`config.mk`:
```
export PLATFORM = sky130hd
export DESIGN_NAME = tws_ram
export DESIGN_NICKNAME = d
export VERILOG_FILES = /design/src/rtl/core/tws_ram.sv
export SDC_FILE = /design/constraint.sdc
export NUM_CORES = 1
export LEC_CHECK = 0
export BUFFER_PORTS_ARGS = -buffer_cell sky130_fd_sc_hd__buf_2
export CAP_MARGIN = 20
export CORE_UTILIZATION = 40
export CTS_CLUSTER_SIZE = 40
export DETAILED_ROUTE_END_ITERATION = 12
export HOLD_SLACK_MARGIN = 0.03
export SLEW_MARGIN = 5
export SYNTH_ARGS = -nofsm -noshare
export SYNTH_HDL_FRONTEND = slang
export SYNTH_SLANG_ARGS = --single-unit
```
`constraint.sdc`:
```
create_clock -name clk_i -period 2.83 [get_ports clk_i]
set_clock_uncertainty 0.05 [all_clocks]
set_input_delay 0.283 -clock clk_i [delete_from_list [all_inputs] [get_ports clk_i]]
set_output_delay 0.283 -clock clk_i [all_outputs]
set_load 0.05 [all_outputs]
```
`src/rtl/core/tws_ram.sv`:
```
// Generic single-clock RAM with one write port and one registered read port.
// No dependencies; the timing wheel scheduler holds its bucket rows and tags in it.
module tws_ram #(
  parameter int WIDTH = 8,
  parameter int DEPTH = 2
) (
  input  logic                                 clk_i,
  input  logic                                 we_i,
  input  logic [((DEPTH > 1) ? $clog2(DEPTH) : 1)-1:0] waddr_i,
  input  logic [WIDTH-1:0]                     wdata_i,
  input  logic                                 re_i,
  input  logic [((DEPTH > 1) ? $clog2(DEPTH) : 1)-1:0] raddr_i,
  output logic [WIDTH-1:0]                     rdata_o
);

  logic [WIDTH-1:0] mem_q [DEPTH];
  logic [WIDTH-1:0] rdata_q;

  always_ff @(posedge clk_i) begin
    if (we_i) begin
      mem_q[waddr_i] <= wdata_i;
    end
    if (re_i) begin
      rdata_q <= mem_q[raddr_i];
    end
  end

  assign rdata_o = rdata_q;

endmodule

```
==> impl_metrics.env <==
export IMPL_dieArea_mm2=0.002351
export IMPL_layout_cells_most_common_list="24 x sky130_fd_sc_hd__edfxtp_1, 20 x sky130_fd_sc_hd__buf_2, 8 x sky130_fd_sc_hd__mux2_4"
export IMPL_dpl_cell_area_um2=987.2
export IMPL_final_net_count=72
export IMPL_synthTopCellsByArea="sky130_fd_sc_hd__edfxtp_1 83%, sky130_fd_sc_hd__mux2_4 14%, sky130_fd_sc_hd__buf_6 1.3%"
export IMPL_die_h_um=48.49
export IMPL_ys_seq_area_share_pct=83.36
export IMPL_grt_start_max_net_pins=14
export IMPL_globalRouteOverflowTotal=0
export IMPL_min_period_ps=1223
export IMPL_layout_area_overhead_vs_synth_pct=17.22
export IMPL_max_slew_headroom_pct=56.25
export IMPL_timing_max_transition_violations_final=0
export IMPL_worst_path_buf_inv=1
export IMPL_initial_utilization_pct=43.19
export IMPL_first_iter_violations=1
export IMPL_worst_path_fanout_max=1
export IMPL_final_hold_viol_count=0
export IMPL_place_port_buffers=20
export IMPL_floorplan_rows=16
export IMPL_cts_setup_buffers=0
export IMPL_num_vias=375
export IMPL_insertedDiodeCount=0
export IMPL_finish_instance_area_mm2=0.001013
export IMPL_core_area_mm2=0.002002
export IMPL_grtUsageMet1_pct=8.879
export IMPL_grtUsageMet3_pct=4.717
export IMPL_crit_type="reg2out"
export IMPL_worst_endpoint_arrival_ps=890
export IMPL_mostFrequentLayoutCell="sky130_fd_sc_hd__edfxtp_1"
export IMPL_cts_num_sinks=24
export IMPL_cts_root_cell="sky130_fd_sc_hd__clkbuf_4"
export IMPL_most_crowded_layer_gr="met2"
export IMPL_wirelength_um=965
export IMPL_post_synthesis_cell_count=35
export IMPL_post_drt_wl_per_cell_um=11.35
export IMPL_critical_path_s_top_delay_family="flip-flops"
export IMPL_netlist_area_leader_share_pct=83.36
export IMPL_post_synth_top_area_cell="sky130_fd_sc_hd__edfxtp_1"
export IMPL_antenna_left=0
export IMPL_max_cap_viol_count=0
export IMPL_drive_above_1_share_pct=53.45
export IMPL_drc_errors=0
export IMPL_drtPass1Iterations=4
export IMPL_die_x_um=48.49
export IMPL_synthesis_area_per_instance_um2=24.70
export IMPL_synthesis_nets=48
export IMPL_tightest_slew_ps=654.9
export IMPL_hp_class="in2reg"
export IMPL_reg_clk_slew_reported_paths_ps=110
export IMPL_power_density_mw_per_mm2=629.1
export IMPL_yosysWarningCount=0
export IMPL_cp_slowest_cell="sky130_fd_sc_hd__edfxtp_1"
export IMPL_numCtsBuffers=3
export IMPL_synth_ff_latch_count=24
export IMPL_first_pass_grt_wire_length_um=1573
export IMPL_outcome="finished clean"
export IMPL_synth_cell_type_count=5
export IMPL_grt_pass1_vias=366
export IMPL_layout_filler_cells=178
export IMPL_setup_violations=0
export IMPL_mapped_cell_area_um2=864.6
export IMPL_timing_critical_path_slowest_cell_delay_ps=380
export IMPL_routed_via_density=4.412
export IMPL_postCtsHoldBufs=0
export IMPL_worst_endpoint_required_ps=2500
export IMPL_met2_usage_pct=17.84
export IMPL_groute_usage_overall_pct=9.501
export IMPL_worstSkewPairLatency_ps=300
export IMPL_grt_antenna_before_repair=0
export IMPL_irDropWorstVdd_uv=352.4
export IMPL_unrepaired_setup_endpoints_after_global_routing="no"
export IMPL_final_estimated_routing_congestion_in_global_placement=0.6450
export IMPL_final_min_period_over_clock_period_pct=43.21
export IMPL_final_core_util_pct=50.63
export IMPL_static_leakage_power_nw=0.3930
export IMPL_crit_path_start_kind="register"
export IMPL_worst_setup_path_end_kind="output pin"
export IMPL_htree_num_levels=1
export IMPL_io_pins=21
export IMPL_tritoncts_clock_tree="built"
export IMPL_max_freq_ghz=0.8177
export IMPL_cts_repair_resize_count=0
export IMPL_tns_ps=0
export IMPL_timing_critical_path_cells="buf_2"
export IMPL_clock_path_buffers=2
-- metrics by stage --
stage | setup WS, ps | power [W] | std cells | hold WS (ps)
after CTS | 1597 | 0.0006457 | 85 | 103.7
after floorplan | 1704 | 0.0004873 | 35 | 331.9
after detailed placement | 1484 | 0.0005087 | 81 | 426.9
final | 1607 | 0.0006376 | 85 | 114.1
after global routing | 1561 | 0.0006654 | 85 | 96.81
after global placement | 1500 | 0.0005074 | 81 | 422.9
-- power by group --
group | internal (W) | switching (W)
Sequential | 0.000419 | 0.00000527
Clock | 0.0000514 | 0.0000869
Combinational | 0.0000272 | 0.0000475
-- metal layers --
metal / vias up / wire (µm)
li1: 183 / -
met1: 170 / 366
met2: 22 / 510
met3: 0 / 88
met4: 0 / 0
met5: - / 0
-- final timing paths --
| check | start | to | slack [ps] | depth (start not counted) |
|---|---|---|---|---|
| worst min-delay path | wdata_i[5] | mem_q[1][5]$_DFFE_PP_ | 110 | 1 |
| worst max register to register | mem_q[1][5]$_DFFE_PP_ | rdata_o[5]$_DFFE_PP_ | 1880 | 1 |
| worst max-delay path | rdata_o[4]$_DFFE_PP_ | rdata_o[4] | 1610 | 1 |
| worst min register to register | mem_q[1][1]$_DFFE_PP_ | rdata_o[1]$_DFFE_PP_ | 510 | 1 |
-- cell families after synthesis --
family | after synthesis | synth area share, %
buf+inv | 1 | 1.302
flops | 24 | 83.36
mux | 8 | 13.89
simple gates | 2 | 1.448
-- state kept, by name (all words and copies together) (netlist names) --
signal	flops
mem_q	16
rdata_o	8
-- layout make-up --
| class | instances | area, µm² | share of cell area, % |
|---|---|---|---|
| flip-flops and latches | 24 | 720.7 | 71.11 |
| multi-input cells | 10 | 132.6 | 13.09 |
| repair buffers | 20 | 100.1 | 9.877 |
| well taps | 27 | 33.78 | 3.333 |
| clock buffers | 3 | 22.52 | 2.222 |
| clock inverters | 1 | 3.754 | 0.3704 |
-- cells in the mapped netlist, drive strengths merged --
library cell,n
mux2,8
buf,1
edfxtp,24
nor2b,1
and2,1
(Power assumes the default switching activity.)
